[src/rtl/core/sst_pkg.sv]
`default_nettype none
// ----------------------------------------------------------------------------
// Signal slot table package
// Sizes, codes, state machine states and the structs shared by the core.
// ----------------------------------------------------------------------------
package sst_pkg;

   localparam int SLOT_COUNT  = 32;
   localparam int WAITER_BITS = 16;
   localparam int SLOT_BITS   = $clog2(SLOT_COUNT);
   localparam int LEN_BITS    = $clog2(SLOT_COUNT + 1);

   typedef enum logic [1:0] {
      OP_ALLOCATE = 2'd0,
      OP_SIGNAL   = 2'd1,
      OP_RELEASE  = 2'd2,
      OP_GATHER   = 2'd3
   } opcode_type;

   typedef enum logic [1:0] {
      ST_UNUSED   = 2'd0,
      ST_ARMED    = 2'd1,
      ST_SIGNALED = 2'd2
   } slot_state_type;

   typedef enum logic [1:0] {
      RSP_OK       = 2'd0,
      RSP_FULL     = 2'd1,
      RSP_BAD_SLOT = 2'd2
   } rsp_status_type;

   typedef enum logic [2:0] {
      CS_IDLE,
      CS_CHECK,
      CS_ALLOC_SCAN,
      CS_TRIM,
      CS_GATHER,
      CS_REPLY
   } ctrl_state_type;

   typedef struct packed {
      opcode_type             opcode;
      logic [SLOT_BITS-1:0]   slot_index;
      logic [WAITER_BITS-1:0] waiter_id;
   } req_word_type;

   typedef struct packed {
      logic [SLOT_BITS-1:0]   slot_out;
      logic [WAITER_BITS-1:0] waiter_out;
      logic [LEN_BITS-1:0]    gathered_count;
      rsp_status_type         status_code;
      logic                   any_waiting;
      logic                   last;
   } rsp_word_type;

   typedef struct packed {
      logic                 rd_en;
      logic [SLOT_BITS-1:0] rd_addr;
      logic                 wr_en;
      logic [SLOT_BITS-1:0] wr_addr;
      slot_state_type       wr_state;
   } status_mem_req_type;

   typedef struct packed {
      logic                   rd_en;
      logic [SLOT_BITS-1:0]   rd_addr;
      logic                   wr_en;
      logic [SLOT_BITS-1:0]   wr_addr;
      logic [WAITER_BITS-1:0] wr_data;
   } waiter_mem_req_type;

endpackage
`default_nettype wire

[src/rtl/core/sst_if.sv]
`default_nettype none
// ----------------------------------------------------------------------------
// Signal slot table channels
// Valid/ready channels for request words and response words.
// ----------------------------------------------------------------------------
interface sst_req_if import sst_pkg::*; ();
   logic                   valid;
   logic                   ready;
   logic [1:0]             opcode;
   logic [SLOT_BITS-1:0]   slot_index;
   logic [WAITER_BITS-1:0] waiter_id;

   modport source (output valid, output opcode, output slot_index, output waiter_id,
                   input ready);
   modport sink (input valid, input opcode, input slot_index, input waiter_id,
                 output ready);
endinterface

interface sst_rsp_if import sst_pkg::*; ();
   logic                   valid;
   logic                   ready;
   logic [SLOT_BITS-1:0]   slot_out;
   logic [WAITER_BITS-1:0] waiter_out;
   logic [LEN_BITS-1:0]    gathered_count;
   logic [1:0]             status_code;
   logic                   any_waiting;
   logic                   last;

   modport source (output valid, output slot_out, output waiter_out,
                   output gathered_count, output status_code, output any_waiting,
                   output last, input ready);
   modport sink (input valid, input slot_out, input waiter_out, input gathered_count,
                 input status_code, input any_waiting, input last, output ready);
endinterface
`default_nettype wire

[src/rtl/core/signal_slot_table_core.sv]
`default_nettype none
// Allocate searches upward for the next free slot and release trims the length downward;
// gathered words stream out during the gather walk. Throughput: one request at a time;
// the slot state memory port walks one entry a cycle, holding while a gathered word waits.
// Reset clears the length, the first-free pointer and the per-slot valid flags at once,
// so all slots read as unused; waiter ids are not cleared and no clearing pass is run.
// ----------------------------------------------------------------------------
// Signal slot table core
// Slot table of completion signals with allocate, signal, release and gather.
// ----------------------------------------------------------------------------
module signal_slot_table_core import sst_pkg::*; (
   input logic      clock,
   input logic      reset,
   sst_req_if.sink  req_ch,
   sst_rsp_if.source rsp_ch
);

   req_word_type           req_word;
   logic                   ctrl_req_ready;
   logic                   out_valid;
   rsp_word_type           out_word;
   logic                   out_ready;
   status_mem_req_type     status_req;
   slot_state_type         status_rd;
   waiter_mem_req_type     waiter_req;
   logic [WAITER_BITS-1:0] waiter_rd;
   logic                   rsp_valid_ff, rsp_valid_in;
   rsp_word_type           rsp_word_ff, rsp_word_in;

   assign req_word.opcode     = opcode_type'(req_ch.opcode);
   assign req_word.slot_index = req_ch.slot_index;
   assign req_word.waiter_id  = req_ch.waiter_id;
   assign req_ch.ready        = ctrl_req_ready && !reset;

   sst_ctrl u_ctrl (
      .clock      (clock),
      .reset      (reset),
      .req_valid  (req_ch.valid),
      .req_word   (req_word),
      .req_ready  (ctrl_req_ready),
      .out_valid  (out_valid),
      .out_word   (out_word),
      .out_ready  (out_ready),
      .status_req (status_req),
      .status_rd  (status_rd),
      .waiter_req (waiter_req),
      .waiter_rd  (waiter_rd)
   );

   sst_status_mem u_status_mem (
      .clock    (clock),
      .reset    (reset),
      .mem_req  (status_req),
      .rd_state (status_rd)
   );

   sst_waiter_mem u_waiter_mem (
      .clock   (clock),
      .mem_req (waiter_req),
      .rd_data (waiter_rd)
   );

   assign out_ready = !rsp_valid_ff || rsp_ch.ready;

   always_comb begin
      rsp_valid_in = rsp_valid_ff;
      rsp_word_in  = rsp_word_ff;
      if (out_valid && out_ready) begin
         rsp_valid_in = 1'b1;
         rsp_word_in  = out_word;
      end else if (rsp_ch.ready) begin
         rsp_valid_in = 1'b0;
      end
   end

   always_ff @(posedge clock) begin
      if (reset) begin
         rsp_valid_ff <= 1'b0;
      end else begin
         rsp_valid_ff <= rsp_valid_in;
      end
   end

   always_ff @(posedge clock) begin
      rsp_word_ff <= rsp_word_in;
   end

   assign rsp_ch.valid          = rsp_valid_ff;
   assign rsp_ch.slot_out       = rsp_word_ff.slot_out;
   assign rsp_ch.waiter_out     = rsp_word_ff.waiter_out;
   assign rsp_ch.gathered_count = rsp_word_ff.gathered_count;
   assign rsp_ch.status_code    = rsp_word_ff.status_code;
   assign rsp_ch.any_waiting    = rsp_word_ff.any_waiting;
   assign rsp_ch.last           = rsp_word_ff.last;

endmodule
`default_nettype wire

[src/rtl/core/sst_status_mem.sv]
`default_nettype none
// ----------------------------------------------------------------------------
// Slot state memory
// One write and one registered read per cycle. A flag per entry, cleared by
// reset, makes entries that were never written read as unused.
// ----------------------------------------------------------------------------
module sst_status_mem import sst_pkg::*; (
   input  logic               clock,
   input  logic               reset,
   input  status_mem_req_type mem_req,
   output slot_state_type     rd_state
);

   slot_state_type        state_mem_ff [SLOT_COUNT];
   logic [SLOT_COUNT-1:0] valid_ff;
   slot_state_type        rd_data_ff;
   logic                  rd_valid_ff;

   always_ff @(posedge clock) begin
      if (mem_req.wr_en) begin
         state_mem_ff[mem_req.wr_addr] <= mem_req.wr_state;
      end
      if (mem_req.rd_en) begin
         rd_data_ff <= state_mem_ff[mem_req.rd_addr];
      end
   end

   always_ff @(posedge clock) begin
      if (reset) begin
         valid_ff    <= '0;
         rd_valid_ff <= 1'b0;
      end else begin
         if (mem_req.wr_en) begin
            valid_ff[mem_req.wr_addr] <= 1'b1;
         end
         if (mem_req.rd_en) begin
            rd_valid_ff <= valid_ff[mem_req.rd_addr];
         end
      end
   end

   assign rd_state = rd_valid_ff ? rd_data_ff : ST_UNUSED;

endmodule
`default_nettype wire

[src/rtl/core/sst_waiter_mem.sv]
`default_nettype none
// ----------------------------------------------------------------------------
// Waiter id memory
// One write and one registered read per cycle; contents are not reset.
// ----------------------------------------------------------------------------
module sst_waiter_mem import sst_pkg::*; (
   input  logic                   clock,
   input  waiter_mem_req_type     mem_req,
   output logic [WAITER_BITS-1:0] rd_data
);

   logic [WAITER_BITS-1:0] waiter_mem_ff [SLOT_COUNT];
   logic [WAITER_BITS-1:0] rd_data_ff;

   always_ff @(posedge clock) begin
      if (mem_req.wr_en) begin
         waiter_mem_ff[mem_req.wr_addr] <= mem_req.wr_data;
      end
      if (mem_req.rd_en) begin
         rd_data_ff <= waiter_mem_ff[mem_req.rd_addr];
      end
   end

   assign rd_data = rd_data_ff;

endmodule
`default_nettype wire

[src/rtl/core/sst_ctrl.sv]
`default_nettype none
// ----------------------------------------------------------------------------
// Signal slot table controller
// Decodes request words and walks the slot memories one entry per cycle, held
// on output stalls in gather; keeps the in-use length and first-free pointer.
// ----------------------------------------------------------------------------
module sst_ctrl import sst_pkg::*; (
   input  logic                   clock,
   input  logic                   reset,
   input  logic                   req_valid,
   input  req_word_type           req_word,
   output logic                   req_ready,
   output logic                   out_valid,
   output rsp_word_type           out_word,
   input  logic                   out_ready,
   output status_mem_req_type     status_req,
   input  slot_state_type         status_rd,
   output waiter_mem_req_type     waiter_req,
   input  logic [WAITER_BITS-1:0] waiter_rd
);

   ctrl_state_type       state_ff, state_in;
   opcode_type           op_ff, op_in;
   logic [SLOT_BITS-1:0] idx_ff, idx_in;
   logic [LEN_BITS-1:0]  used_ff, used_in;
   logic [LEN_BITS-1:0]  free_ff, free_in;
   logic [LEN_BITS-1:0]  iss_ff, iss_in;
   logic                 live_ff, live_in;
   logic                 chk_valid_ff, chk_valid_in;
   logic [SLOT_BITS-1:0] chk_addr_ff, chk_addr_in;
   logic [LEN_BITS-1:0]  count_ff, count_in;
   logic                 found_ff, found_in;
   logic [SLOT_BITS-1:0] lowest_ff, lowest_in;
   logic [LEN_BITS-1:0]  keep_ff, keep_in;
   rsp_word_type         word_ff, word_in;

   logic                alloc_full;
   logic [LEN_BITS-1:0] alloc_next;
   logic [LEN_BITS-1:0] alloc_used;
   logic                alloc_last;
   logic                idx_in_range;
   logic                used_zero;
   logic [LEN_BITS-1:0] chk_next;
   logic                last_chk;
   logic                rel_top;
   logic                check_ok;
   logic                g_signaled;
   logic                g_consume;
   logic                g_unused_after;
   logic                g_found;
   logic [SLOT_BITS-1:0] g_lowest;
   logic [LEN_BITS-1:0] g_keep;
   logic [LEN_BITS-1:0] g_count;
   logic                trim_hit;
   logic [LEN_BITS-1:0] trim_used;
   logic                gather_issue;

   assign alloc_full   = free_ff == LEN_BITS'(SLOT_COUNT);
   assign alloc_next   = free_ff + LEN_BITS'(1);
   assign alloc_used   = (alloc_next > used_ff) ? alloc_next : used_ff;
   assign alloc_last   = alloc_next == alloc_used;
   assign idx_in_range = LEN_BITS'(req_word.slot_index) < used_ff;
   assign used_zero    = used_ff == '0;
   assign chk_next     = LEN_BITS'(chk_addr_ff) + LEN_BITS'(1);
   assign last_chk     = chk_next == used_ff;
   assign rel_top      = (LEN_BITS'(idx_ff) + LEN_BITS'(1)) == used_ff;
   assign check_ok     = (op_ff == OP_SIGNAL) ? (status_rd == ST_ARMED)
                                              : (status_rd != ST_UNUSED);

   assign g_signaled     = status_rd == ST_SIGNALED;
   assign g_consume      = chk_valid_ff && (!g_signaled || out_ready);
   assign g_unused_after = g_signaled || (status_rd == ST_UNUSED);
   assign g_found        = found_ff || g_unused_after;
   assign g_lowest       = found_ff ? lowest_ff : chk_addr_ff;
   assign g_keep         = g_unused_after ? keep_ff : chk_next;
   assign g_count        = count_ff + LEN_BITS'(g_signaled);
   assign gather_issue   = live_ff && (!chk_valid_ff || g_consume);

   assign trim_hit  = status_rd != ST_UNUSED;
   assign trim_used = trim_hit ? chk_next : '0;

   always_comb begin
      state_in = state_ff;
      case (state_ff)
         CS_IDLE: begin
            if (req_valid) begin
               case (req_word.opcode)
                  OP_ALLOCATE: begin
                     state_in = (alloc_full || alloc_last) ? CS_REPLY : CS_ALLOC_SCAN;
                  end
                  OP_SIGNAL, OP_RELEASE: begin
                     state_in = idx_in_range ? CS_CHECK : CS_REPLY;
                  end
                  OP_GATHER: begin
                     state_in = used_zero ? CS_REPLY : CS_GATHER;
                  end
                  default: begin
                     state_in = CS_REPLY;
                  end
               endcase
            end
         end
         CS_CHECK: begin
            if (op_ff == OP_RELEASE && check_ok && rel_top && idx_ff != '0) begin
               state_in = CS_TRIM;
            end else begin
               state_in = CS_REPLY;
            end
         end
         CS_ALLOC_SCAN: begin
            if (chk_valid_ff && (status_rd == ST_UNUSED || last_chk)) begin
               state_in = CS_REPLY;
            end
         end
         CS_TRIM: begin
            if (chk_valid_ff && (trim_hit || chk_addr_ff == '0)) begin
               state_in = CS_REPLY;
            end
         end
         CS_GATHER: begin
            if (g_consume && last_chk) begin
               state_in = CS_REPLY;
            end
         end
         CS_REPLY: begin
            if (out_ready) begin
               state_in = CS_IDLE;
            end
         end
         default: begin
            state_in = CS_IDLE;
         end
      endcase
   end

   always_comb begin
      op_in        = op_ff;
      idx_in       = idx_ff;
      used_in      = used_ff;
      free_in      = free_ff;
      iss_in       = iss_ff;
      live_in      = live_ff;
      chk_valid_in = chk_valid_ff;
      chk_addr_in  = chk_addr_ff;
      count_in     = count_ff;
      found_in     = found_ff;
      lowest_in    = lowest_ff;
      keep_in      = keep_ff;
      word_in      = word_ff;
      status_req   = '0;
      waiter_req   = '0;
      req_ready    = 1'b0;
      out_valid    = 1'b0;
      out_word     = '0;

      case (state_ff)
         CS_IDLE: begin
            req_ready = 1'b1;
            if (req_valid) begin
               op_in               = req_word.opcode;
               idx_in              = req_word.slot_index;
               word_in             = '0;
               word_in.status_code = RSP_OK;
               word_in.any_waiting = !used_zero;
               word_in.last        = 1'b1;
               case (req_word.opcode)
                  OP_ALLOCATE: begin
                     if (alloc_full) begin
                        word_in.status_code = RSP_FULL;
                     end else begin
                        status_req.wr_en    = 1'b1;
                        status_req.wr_addr  = free_ff[SLOT_BITS-1:0];
                        status_req.wr_state = ST_ARMED;
                        waiter_req.wr_en    = 1'b1;
                        waiter_req.wr_addr  = free_ff[SLOT_BITS-1:0];
                        waiter_req.wr_data  = req_word.waiter_id;
                        used_in             = alloc_used;
                        word_in.slot_out    = free_ff[SLOT_BITS-1:0];
                        word_in.any_waiting = 1'b1;
                        if (alloc_last) begin
                           free_in = alloc_used;
                        end else begin
                           iss_in  = alloc_next;
                           live_in = 1'b1;
                        end
                     end
                  end
                  OP_SIGNAL, OP_RELEASE: begin
                     if (idx_in_range) begin
                        status_req.rd_en   = 1'b1;
                        status_req.rd_addr = req_word.slot_index;
                        chk_valid_in       = 1'b1;
                        chk_addr_in        = req_word.slot_index;
                     end else begin
                        word_in.status_code = RSP_BAD_SLOT;
                     end
                  end
                  OP_GATHER: begin
                     if (used_zero) begin
                        free_in = '0;
                     end else begin
                        iss_in    = '0;
                        live_in   = 1'b1;
                        count_in  = '0;
                        found_in  = 1'b0;
                        lowest_in = '0;
                        keep_in   = '0;
                     end
                  end
                  default: begin
                     word_in.status_code = RSP_BAD_SLOT;
                  end
               endcase
            end
         end
         CS_CHECK: begin
            chk_valid_in = 1'b0;
            if (!check_ok) begin
               word_in.status_code = RSP_BAD_SLOT;
            end else if (op_ff == OP_SIGNAL) begin
               status_req.wr_en    = 1'b1;
               status_req.wr_addr  = idx_ff;
               status_req.wr_state = ST_SIGNALED;
            end else begin
               status_req.wr_en    = 1'b1;
               status_req.wr_addr  = idx_ff;
               status_req.wr_state = ST_UNUSED;
               if (rel_top) begin
                  if (idx_ff == '0) begin
                     used_in             = '0;
                     free_in             = '0;
                     word_in.any_waiting = 1'b0;
                  end else begin
                     iss_in  = LEN_BITS'(idx_ff) - LEN_BITS'(1);
                     live_in = 1'b1;
                  end
               end
            end
         end
         CS_ALLOC_SCAN: begin
            chk_valid_in = live_ff;
            if (live_ff) begin
               status_req.rd_en   = 1'b1;
               status_req.rd_addr = iss_ff[SLOT_BITS-1:0];
               chk_addr_in        = iss_ff[SLOT_BITS-1:0];
               iss_in             = iss_ff + LEN_BITS'(1);
               live_in            = (iss_ff + LEN_BITS'(1)) < used_ff;
            end
            if (chk_valid_ff) begin
               if (status_rd == ST_UNUSED) begin
                  free_in = LEN_BITS'(chk_addr_ff);
               end else if (last_chk) begin
                  free_in = used_ff;
               end
            end
         end
         CS_TRIM: begin
            chk_valid_in = live_ff;
            if (live_ff) begin
               status_req.rd_en   = 1'b1;
               status_req.rd_addr = iss_ff[SLOT_BITS-1:0];
               chk_addr_in        = iss_ff[SLOT_BITS-1:0];
               iss_in             = iss_ff - LEN_BITS'(1);
               live_in            = iss_ff != '0;
            end
            if (chk_valid_ff && (trim_hit || chk_addr_ff == '0)) begin
               used_in             = trim_used;
               free_in             = (free_ff > trim_used) ? trim_used : free_ff;
               word_in.any_waiting = trim_used != '0;
            end
         end
         CS_GATHER: begin
            if (gather_issue) begin
               status_req.rd_en   = 1'b1;
               status_req.rd_addr = iss_ff[SLOT_BITS-1:0];
               waiter_req.rd_en   = 1'b1;
               waiter_req.rd_addr = iss_ff[SLOT_BITS-1:0];
               chk_addr_in        = iss_ff[SLOT_BITS-1:0];
               iss_in             = iss_ff + LEN_BITS'(1);
               live_in            = (iss_ff + LEN_BITS'(1)) < used_ff;
               chk_valid_in       = 1'b1;
            end else if (g_consume) begin
               chk_valid_in = 1'b0;
            end
            if (chk_valid_ff && g_signaled) begin
               out_valid            = 1'b1;
               out_word.waiter_out  = waiter_rd;
               out_word.status_code = RSP_OK;
            end
            if (g_consume) begin
               if (g_signaled) begin
                  status_req.wr_en    = 1'b1;
                  status_req.wr_addr  = chk_addr_ff;
                  status_req.wr_state = ST_UNUSED;
               end
               count_in  = g_count;
               found_in  = g_found;
               lowest_in = g_lowest;
               keep_in   = g_keep;
               if (last_chk) begin
                  used_in                = g_keep;
                  free_in                = g_found ? LEN_BITS'(g_lowest) : g_keep;
                  word_in                = '0;
                  word_in.gathered_count = g_count;
                  word_in.status_code    = RSP_OK;
                  word_in.any_waiting    = g_keep != '0;
                  word_in.last           = 1'b1;
               end
            end
         end
         CS_REPLY: begin
            out_valid = 1'b1;
            out_word  = word_ff;
         end
         default: begin
            chk_valid_in = 1'b0;
         end
      endcase

      if (state_in == CS_REPLY) begin
         chk_valid_in = 1'b0;
         live_in      = 1'b0;
      end
   end

   always_ff @(posedge clock) begin
      if (reset) begin
         state_ff     <= CS_IDLE;
         used_ff      <= '0;
         free_ff      <= '0;
         live_ff      <= 1'b0;
         chk_valid_ff <= 1'b0;
      end else begin
         state_ff     <= state_in;
         used_ff      <= used_in;
         free_ff      <= free_in;
         live_ff      <= live_in;
         chk_valid_ff <= chk_valid_in;
      end
   end

   always_ff @(posedge clock) begin
      op_ff       <= op_in;
      idx_ff      <= idx_in;
      iss_ff      <= iss_in;
      chk_addr_ff <= chk_addr_in;
      count_ff    <= count_in;
      found_ff    <= found_in;
      lowest_ff   <= lowest_in;
      keep_ff     <= keep_in;
      word_ff     <= word_in;
   end

endmodule
`default_nettype wire

[src/flat_wrapper.sv]
// flat-port wrapper written by rule: the top's interface ports become plain ports
module signal_slot_table_core_flat import sst_pkg::*;
  (clock, reset, req_ch_valid, req_ch_opcode, req_ch_slot_index, req_ch_waiter_id, req_ch_ready, rsp_ch_valid, rsp_ch_slot_out, rsp_ch_waiter_out, rsp_ch_gathered_count, rsp_ch_status_code, rsp_ch_any_waiting, rsp_ch_last, rsp_ch_ready);
  sst_req_if req_ch_i ();
  sst_rsp_if rsp_ch_i ();
  input logic clock;
  input logic reset;
  input wire logic [$bits(req_ch_i.valid)-1:0] req_ch_valid;
  input wire logic [$bits(req_ch_i.opcode)-1:0] req_ch_opcode;
  input wire logic [$bits(req_ch_i.slot_index)-1:0] req_ch_slot_index;
  input wire logic [$bits(req_ch_i.waiter_id)-1:0] req_ch_waiter_id;
  output wire logic [$bits(req_ch_i.ready)-1:0] req_ch_ready;
  output wire logic [$bits(rsp_ch_i.valid)-1:0] rsp_ch_valid;
  output wire logic [$bits(rsp_ch_i.slot_out)-1:0] rsp_ch_slot_out;
  output wire logic [$bits(rsp_ch_i.waiter_out)-1:0] rsp_ch_waiter_out;
  output wire logic [$bits(rsp_ch_i.gathered_count)-1:0] rsp_ch_gathered_count;
  output wire logic [$bits(rsp_ch_i.status_code)-1:0] rsp_ch_status_code;
  output wire logic [$bits(rsp_ch_i.any_waiting)-1:0] rsp_ch_any_waiting;
  output wire logic [$bits(rsp_ch_i.last)-1:0] rsp_ch_last;
  input wire logic [$bits(rsp_ch_i.ready)-1:0] rsp_ch_ready;
  assign req_ch_i.valid = req_ch_valid;
  assign req_ch_i.opcode = req_ch_opcode;
  assign req_ch_i.slot_index = req_ch_slot_index;
  assign req_ch_i.waiter_id = req_ch_waiter_id;
  assign req_ch_ready = req_ch_i.ready;
  assign rsp_ch_valid = rsp_ch_i.valid;
  assign rsp_ch_slot_out = rsp_ch_i.slot_out;
  assign rsp_ch_waiter_out = rsp_ch_i.waiter_out;
  assign rsp_ch_gathered_count = rsp_ch_i.gathered_count;
  assign rsp_ch_status_code = rsp_ch_i.status_code;
  assign rsp_ch_any_waiting = rsp_ch_i.any_waiting;
  assign rsp_ch_last = rsp_ch_i.last;
  assign rsp_ch_i.ready = rsp_ch_ready;
  signal_slot_table_core u_core (.clock(clock), .reset(reset), .req_ch(req_ch_i), .rsp_ch(rsp_ch_i));
endmodule
[config.mk]
export PLATFORM = sky130hd
export DESIGN_NAME = signal_slot_table_core_flat
export DESIGN_NICKNAME = d
export VERILOG_FILES = /design/src/rtl/core/sst_pkg.sv /design/src/rtl/core/sst_if.sv /design/src/rtl/core/signal_slot_table_core.sv /design/src/rtl/core/sst_status_mem.sv /design/src/rtl/core/sst_waiter_mem.sv /design/src/rtl/core/sst_ctrl.sv /design/src/flat_wrapper.sv
export SDC_FILE = /design/constraint.sdc
export NUM_CORES = 1
export LEC_CHECK = 0
export ABC_AREA = 1
export BUFFER_PORTS_ARGS = -buffer_cell sky130_fd_sc_hd__buf_2
export CAP_MARGIN = 20
export CORE_MARGIN = 5
export CORE_UTILIZATION = 50
export CTS_CLUSTER_DIAMETER = 120
export CTS_CLUSTER_SIZE = 40
export DETAILED_ROUTE_END_ITERATION = 6
export GPL_TIMING_DRIVEN = 0
export PLACE_DENSITY = 0.63
export SLEW_MARGIN = 40
export SYNTH_ARGS = -nofsm -noshare
export SYNTH_HDL_FRONTEND = slang
export SYNTH_HIERARCHICAL = 1
export SYNTH_SLANG_ARGS = --single-unit
[constraint.sdc]
create_clock -name clock -period 10 [get_ports clock]
set_input_delay 1 -clock clock [delete_from_list [all_inputs] [get_ports clock]]
set_output_delay 1 -clock clock [all_outputs]
set_load 0.02 [all_outputs]
; Yosys cells after proc, flatten, opt, wreduce, memory -nomap -nowiden
; Memories as Yosys holds them, arrays and structs flattened. A register that Yosys moved wholly into a read port is not among the register bits.
; Cells that the tools add are included.
[totals]
in_bits = 27
output_inout_bits = 33
ramBits = 576
mem_count = 2
register_bits = 149
[mem_list]
columns = memory, words, width, read_ports, rd_clocked_by_memory_dff, write_ports, line
row1 = u_core.u_waiter_mem.waiter_mem_ff, 32, 16, 1, 1, 1, sst_waiter_mem.sv:12  ; logic [WAITER_BITS-1:0] waiter_mem_ff [SLOT_COUNT];
row2 = u_core.u_status_mem.state_mem_ff, 32, 2, 1, 1, 1, sst_status_mem.sv:14  ; slot_state_type state_mem_ff [SLOT_COUNT];
[op_classes]
n_reduce_logical = 56
n_addsub = 7
n_bitwise = 2
n_eq_ne = 47
order_cmp = 7
mux = 149
[ops]
columns = op, count
row1 = $mux 6, 45
row2 = $mux 31, 3
row3 = $mux 22, 4
row4 = $mux 5, 12
row5 = $pmux 6 s5, 2
row6 = $pmux 27 s2, 1
row7 = $pmux 6 s2, 4
row8 = $mux 1, 40
row9 = $mux 8, 5
row10 = $ne 2x2->1 const B, 18
row11 = $or 32x32->32, 1
row12 = $pmux 16 s2, 1
row13 = $mux 3, 8
row14 = $pmux 6 s4, 1
row15 = $pmux 8 s3, 1
row16 = $reduce_and 11->1, 2
row17 = $ne 3x3->1 const B, 7
row18 = $eq 6x6->1, 3
row19 = $pmux 3 s6, 1
row20 = $pmux 6 s3, 1
row21 = $reduce_bool 6->1, 3
row22 = $mux 16, 1
row23 = $reduce_and 16->1, 1
row24 = $pmux 5 s3, 1
row25 = other kinds (48), 102

; Longest topological paths before layout
; Gate-level depths: netlist of run 1.
[depth]
word_depth = 12
mapped_depth = 23

; Modules after synthesis
; Netlist of run 1, hierarchy kept.
[modules_own_cells]
columns = module, seq_area_each_um2, cells_each, area_each_um2, instances
row1 = sst_waiter_mem, 15855.2, 1794, 21461.8, 1
row2 = sst_ctrl, 1841.8, 855, 5755.5, 1
row3 = sst_status_mem, 2642.5, 450, 4132.7, 1
row4 = signal_slot_table_core, 950.9, 39, 985.9, 1

; Worst setup path after synthesis of run 1
; No wires, ideal clock.
[synth_timing]
path_kind = in2reg
startpoint = in req_ch_opcode[0]
endpoint = mem u_core.u_waiter_mem.waiter_mem_ff[31][0] (enable)
cell_stages = 10
arrival_ns = 3.051
t_required_ns = 9.612
slack_ns = 6.561
cell_sequence = inv_1 ha_1 inv_1 nor2_1 inv_1 nor2_2 inv_2 nor2_1 nand3_1 nor2_1
[synth_lines]
columns = item, line
row1 = start: declaration, flat_wrapper.sv:9  ; input wire logic [$bits(req_ch_i.opcode)-1:0] req_ch_opcode;
row2 = end: declaration, sst_waiter_mem.sv:12

==> impl_metrics.yaml, run 1 <==
synth:
  synthArstFlopShare_pct: 0
  synth_area_per_cell_um2: 10.3
  synth_top_flop_cell: "edfxtp_1"
  synth-seq-area-share_pct: 65.8
  synth_edf_count: 675
  yosysWarnings: 6
  syn_inst: 3138
  synth_fp_nets: 3199
  syn-cell-area_um2: 32300
  ys_ff_latch: 726
  synth.distinct_cells: 52
route:
  wl_per_cell_um: 23.1
  highest_layer: "met4"
  dr.first_iter.drc_count: 2896
  final_antenna_net_count: 0
  drt-total-wl_um: 95400
  vias: 23500
  drc: 0
  first_pass_iters: 6
  drt-met1-wl_um: 39900
  wl_met3_um: 10000
  wl_met2_um: 43100
  viasPerCell: 5.70
die:
  rows: 93
  core-area_um2: 64200
  die_area_um2: 69900
  num_io_pins: 60
  die_y_um: 264
  start_util_pct: 50.3
  die_w_um: 264
timing:
  setup_viol: 0
  rsz0062_at_grt: "false"
  hold_viol: 0
  slew_violations: 0
  fin_ws_ns: 5.10
  finClkSkew_ns: 0.0596
  min_period_ns: 4.90
  relSlewSlack_pct: 46.7
  fmax_ghz: 0.204
  tns_ns: 0
  timing.final.crit_share_pct: 49.0
  worst_pin_slew_ns: 0.794
cts:
  htree_levels: 1
  cts_tree: "built"
  path_clk_slew_ns: 0.14
  root_buffer: "clkbuf_16"
  postCtsSetupBuffers: 0
  clockBufferDepth: 3
  cts_resized: 0
  clkLatencyLatePin_ns: 0.64
  ctsHoldBuffers: 0
  cts_buffers: 22
  clkSinkCount: 726
setup_path:
  path_max_fanout: 16
  crit_required_ns: 10.23
  endpoint_kind: "flop"
  crit_type: "reg2reg"
  startpoint_type: "flop"
  cp_data_arrival_time_ns: 5.14
final_layout:
  nets: 3322
  syn_to_final_growth_pct: 9.70
  final_cells: 4122
  layout-drive-gt1-share_pct: 10.7
  antenna_cells: 0
global_route:
  grt_pass1_vias: 22500
  gr-usage-all-layers_pct: 26.6
  grt_max_degree: 42
  grt.overflow.total: 0
  grt_pass1_wl_um: 141000
  antenna_found_initial: 1
placed_design:
  place_ws_ns: 4.65
  place_inst: 4092
  gp_congestion: 1.13
  place_hpwl_um: 69300
  portBuffers: 59
job:
  max_cap_violations: 0
min_path:
  holdCritPathClass: "reg2reg"
power_and_ir_drop:
  p_leak_nw: 13.5
  powerDensity_nw_per_um2: 198
  ir_worst_vdd_mv: 0.171
run_status:
  status: "completed"
-- power breakdown --
group,switching (mW),internal (mW)
sequential,0.109,3.54
combinational,1.47,0.601
clock,0.865,0.421
-- cell usage after synthesis (all sizes together) (4+ instances only) --
library cell,number,area [um^2]
a21oi,44,228
buf,114,853
clkbuf,33,124
dfxtp,51,1020
edfxtp,675,20300
ha,34,425
inv,205,780
nand2,995,3760
nand3,480,2410
nand4,17,106
nor2,328,1340
nor3,25,125
o211ai,8,60.1
o21ai,65,325
o221ai,7,61.3
o22ai,8,50.1
o31ai,6,45.0
xnor2,4,42.6
xor2,12,105
-- through the flow --
stage / hold slack (ns) / instance area (um^2) / total power, mW / utilization [%]
after floorplan: 0.440 / 32300 / 5.00 / -
after global placement: 0.454 / 33700 / 5.65 / 52.5
after detailed placement: 0.459 / 34800 / 5.73 / 54.2
after CTS: 0.492 / 35500 / 6.99 / 55.2
after global routing: 0.519 / 35500 / 7.34 / 55.2
final: 0.487 / 35500 / 7.01 / 55.2
-- worst paths after layout --
kind / from / endpoint / depth (start not counted) / slack, ns
worst max-delay path: u_core/u_ctrl/free_ff[0]$_SDFFE_PP0P_ / u_core/u_waiter_mem/waiter_mem_ff[18][10]$_DFFE_PP_ / 11 / 5.10
worst max register to register: u_core/u_ctrl/free_ff[0]$_SDFFE_PP0P_ / u_core/u_waiter_mem/waiter_mem_ff[18][10]$_DFFE_PP_ / 11 / 5.10
worst min register to register: u_core/u_status_mem/valid_ff[10]$_SDFFE_PP0P_ / u_core/u_status_mem/valid_ff[10]$_SDFFE_PP0P_ / 2 / 0.49
worst min-delay path: u_core/u_status_mem/valid_ff[10]$_SDFFE_PP0P_ / u_core/u_status_mem/valid_ff[10]$_SDFFE_PP0P_ / 2 / 0.49
-- sequential cells by signal (all words and copies together), names as in the netlist, 14 cells and up --
register / flops
u_core/rsp_ch.waiter_out: 16
u_core/u_status_mem/state_mem_ff: 64
u_core/u_waiter_mem/waiter_mem_ff: 512
u_core/u_ctrl/word_ff: 14
u_core/u_status_mem/valid_ff: 32
u_core/u_waiter_mem/rd_data: 16
-- per-layer routing --
| layer | vias to the layer above | global-route usage, % |
|---|---|---|
| li1 | 10800 | - |
| met1 | 11400 | 38.7 |
| met2 | 1168 | 41.7 |
| met3 | 139 | 5.92 |
| met4 | 0 | 5.85 |
| met5 | - | 0 |
-- cells by family after synthesis --
kind of cell / Yosys count / share of synthesized area [%]
compound gates: 157 / 2.85
xor+xnor: 16 / 0.457
fa+ha+maj: 34 / 1.32
buf+inv: 354 / 5.46
flops: 726 / 65.8
simple gates: 1851 / 24.1
-- area by class of cell --
class                           count  area, um^2
Timing Repair Buffer               99        1010
Inverter                          207         787
Clock buffer                       26         566
Fill cell                        5555       28800
Tap cell                          855        1070
Clock inverter                      4        56.3
Multi-Input combinational cell   2058        9720
Buffer                            147         977
Sequential cell                   726       21300
-- worst max-delay path, stage by stage (launching register included) --
cell     delay, ns
dfxtp_1       0.53
inv_2         0.18
ha_1          0.24
nand3_1       0.23
inv_1         0.09
nor2_1        0.33
inv_1         0.21
nor2_2        0.53
inv_2         0.37
nor2_1        0.49
nand3_2       0.59
nor2_4        0.70
-- cells in the final DEF, fill, tap and decap left out, types with 41 or more instances in the layout --
cell type	synthesis	routed
nand2_1	985	985
edfxtp_1	675	675
nand3_1	478	474
nor2_1	310	260
inv_1	186	186
buf_2	48	110
o21ai_0	62	59
nor2_4	5	54
dfxtp_1	51	51
a21oi_1	42	41
(Power assumes the default switching activity.)
==> run 2, diff against run 1 <==
==> constraint.sdc (replaced) <==
create_clock -name clock -period 4.85 [get_ports clock]
set_input_delay 0.485 -clock clock [delete_from_list [all_inputs] [get_ports clock]]
set_output_delay 0.485 -clock clock [all_outputs]
set_load 0.02 [all_outputs]
==> run 2 against run 1 <==
Effect of this change: global-route usage about the same; combinational power increased by 110%; first-iteration DRC count decreased by 1.5%; sequential cell count unchanged; die area unchanged; via count increased by 0.58%; sequential power increased by 110%; final area increased by 0.89%; register-to-register slack got worse by 4.9 ns; routed wire length increased by 0.44%; critical endpoint is now u_core/u_waiter_mem/waiter_mem_ff[14][6]$_DFFE_PP_; hold slack got worse by 0.38 ns.
==> impl_metrics.yaml, run 2 (synthesized netlist as in run 1, its figures left out) <==
run_status:
  status: "completed"
timing:
  relSlewSlack_pct: 47.3
  fmax_ghz: 0.213
  tns_ns: 0
  worst_pin_slew_ns: 0.790
  min_period_ns: 4.70
  hold_ws_ns: 0.107
  finClkSkew_ns: 0.0611
  setup_viol: 0
  slew_violations: 0
  hold_viol: 0
  timing.final.crit_share_pct: 96.8
final_layout:
  nets: 3339
  layout-drive-gt1-share_pct: 11.1
  final_cell_mix: "nand2_1 (985), edfxtp_1 (675), nand3_1 (474)"
  syn_to_final_growth_pct: 10.7
  layout_commonest_cell: "nand2_1"
  antenna_cells: 0
  top_regs: "u_core/u_waiter_mem/waiter_mem_ff x512, u_core/u_status_mem/state_mem_ff x64, u_core/u_status_mem/valid_ff x32"
  design_area_um2: 35800
  fill_cells: 5518
  largest_register_ffs: 512
  top_register: "u_core/u_waiter_mem/waiter_mem_ff"
setup_path:
  startpoint_type: "flop"
  endpoint_kind: "flop"
  crit_path_start: "u_core/u_ctrl/free_ff[0]$_SDFFE_PP0P_"
  crit_type: "reg2reg"
  worst-r2r-cell-count: 11
  crit_required_ns: 5.14
  path_max_fanout: 16
  worstReg2RegStart: "u_core/u_ctrl/free_ff[0]$_SDFFE_PP0P_"
  cp_data_arrival_time_ns: 4.98
global_route:
  grt.overflow.total: 0
  gr-usage-all-layers_pct: 26.6
  antenna_found_initial: 1
  grt_pass1_vias: 22500
  grt_pass1_wl_um: 141000
  grt_max_degree: 42
placed_design:
  gp_congestion: 1.13
  place_hpwl_um: 69300
  portBuffers: 59
  post_dp_cell_area_um2: 34800
route:
  vias: 23600
  first_pass_iters: 6
  dr.first_iter.drc_count: 2853
  final_antenna_net_count: 0
  drc: 0
  wl_per_cell_um: 23.1
  drt-total-wl_um: 95800
  viasPerCell: 5.71
cts:
  clockBufferDepth: 3
  ctsHoldBuffers: 0
  cts_tree: "built"
  cts_buffers: 22
  root_buffer: "clkbuf_16"
  htree_levels: 1
  path_clk_slew_ns: 0.14
  clkLatencyLatePin_ns: 0.64
  clkSinkCount: 726
die:
  die_y_um: 264
  core-area_um2: 64200
  start_util_pct: 50.3
  num_io_pins: 60
  rows: 93
  die_w_um: 264
  die_area_um2: 69900
power_and_ir_drop:
  p_leak_nw: 13.7
  ir_worst_vdd_mv: 0.348
  powerDensity_nw_per_um2: 404
min_path:
  hp-start: "req_ch_opcode[1]"
  holdPathStages: 1
  holdCritPathClass: "in2reg"
job:
  max_cap_violations: 0
run 2: power breakdown:
part,switching (mW),internal [mW]
logic,3.04,1.24
registers,0.223,7.30
clock network,1.79,0.867
run 2: worst max-delay path, cell delays in order, from the launching register on:
cell	delay, ns
dfxtp_1	0.53
inv_2	0.18
ha_1	0.23
nand3_1	0.23
inv_1	0.09
nor2_1	0.34
inv_1	0.24
nor2_4	0.37
inv_2	0.30
nor2_1	0.52
nand3_2	0.62
nor2_4	0.67
run 2: through the flow:
| step | utilization [%] | total power [mW] | setup WS [ns] | instances |
|---|---|---|---|---|
| after global placement | 52.5 | 11.6 | -0.631 | 4052 |
| after floorplan | - | 10.3 | 1.51 | 3138 |
| after detailed placement | 54.2 | 11.8 | -0.0501 | 4092 |
| after CTS | 55.2 | 14.4 | 0.105 | 4122 |
| after global routing | 55.7 | 15.1 | -0.00838 | 4139 |
| final | 55.7 | 14.5 | 0.153 | 4139 |
run 2: final timing paths:
path                                                                           end  slack [ns]
worst min-delay path                              u_core/u_ctrl/op_ff[1]$_DFFE_PP_        0.11
worst max register to register  u_core/u_waiter_mem/waiter_mem_ff[14][6]$_DFFE_PP_        0.15
worst max-delay path            u_core/u_waiter_mem/waiter_mem_ff[14][6]$_DFFE_PP_        0.15
worst min register to register       u_core/u_status_mem/valid_ff[10]$_SDFFE_PP0P_        0.49
run 2: area by class of cell:
type | instances | area, um^2 | area share (%)
inverters | 207 | 787 | 2.20
well taps | 855 | 1070 | 2.99
multi-input cells | 2058 | 9730 | 27.2
flip-flops and latches | 726 | 21300 | 59.5
clock buffers | 26 | 566 | 1.58
repair buffers | 116 | 1310 | 3.67
plain buffers | 147 | 977 | 2.73
clock inverters | 4 | 56.3 | 0.157
run 2: layer usage:
| layer | up-vias | part of all wire, % | track usage [%] |
|---|---|---|---|
| met2 | 1218 | 45 | 41.7 |
| met3 | 134 | 10 | 5.92 |
| met1 | 11400 | 42 | 38.7 |
| met5 | - | 0 | 0 |
| met4 | 0 | 2.4 | 5.85 |
| li1 | 10900 | - | - |
run 2: timing repair:
item                                    in CTS  in global routing
buffers inserted                             0                 17
gates resized for setup                      1                  2
pin swaps                                    0                 14
endpoints found under the setup margin      16                394
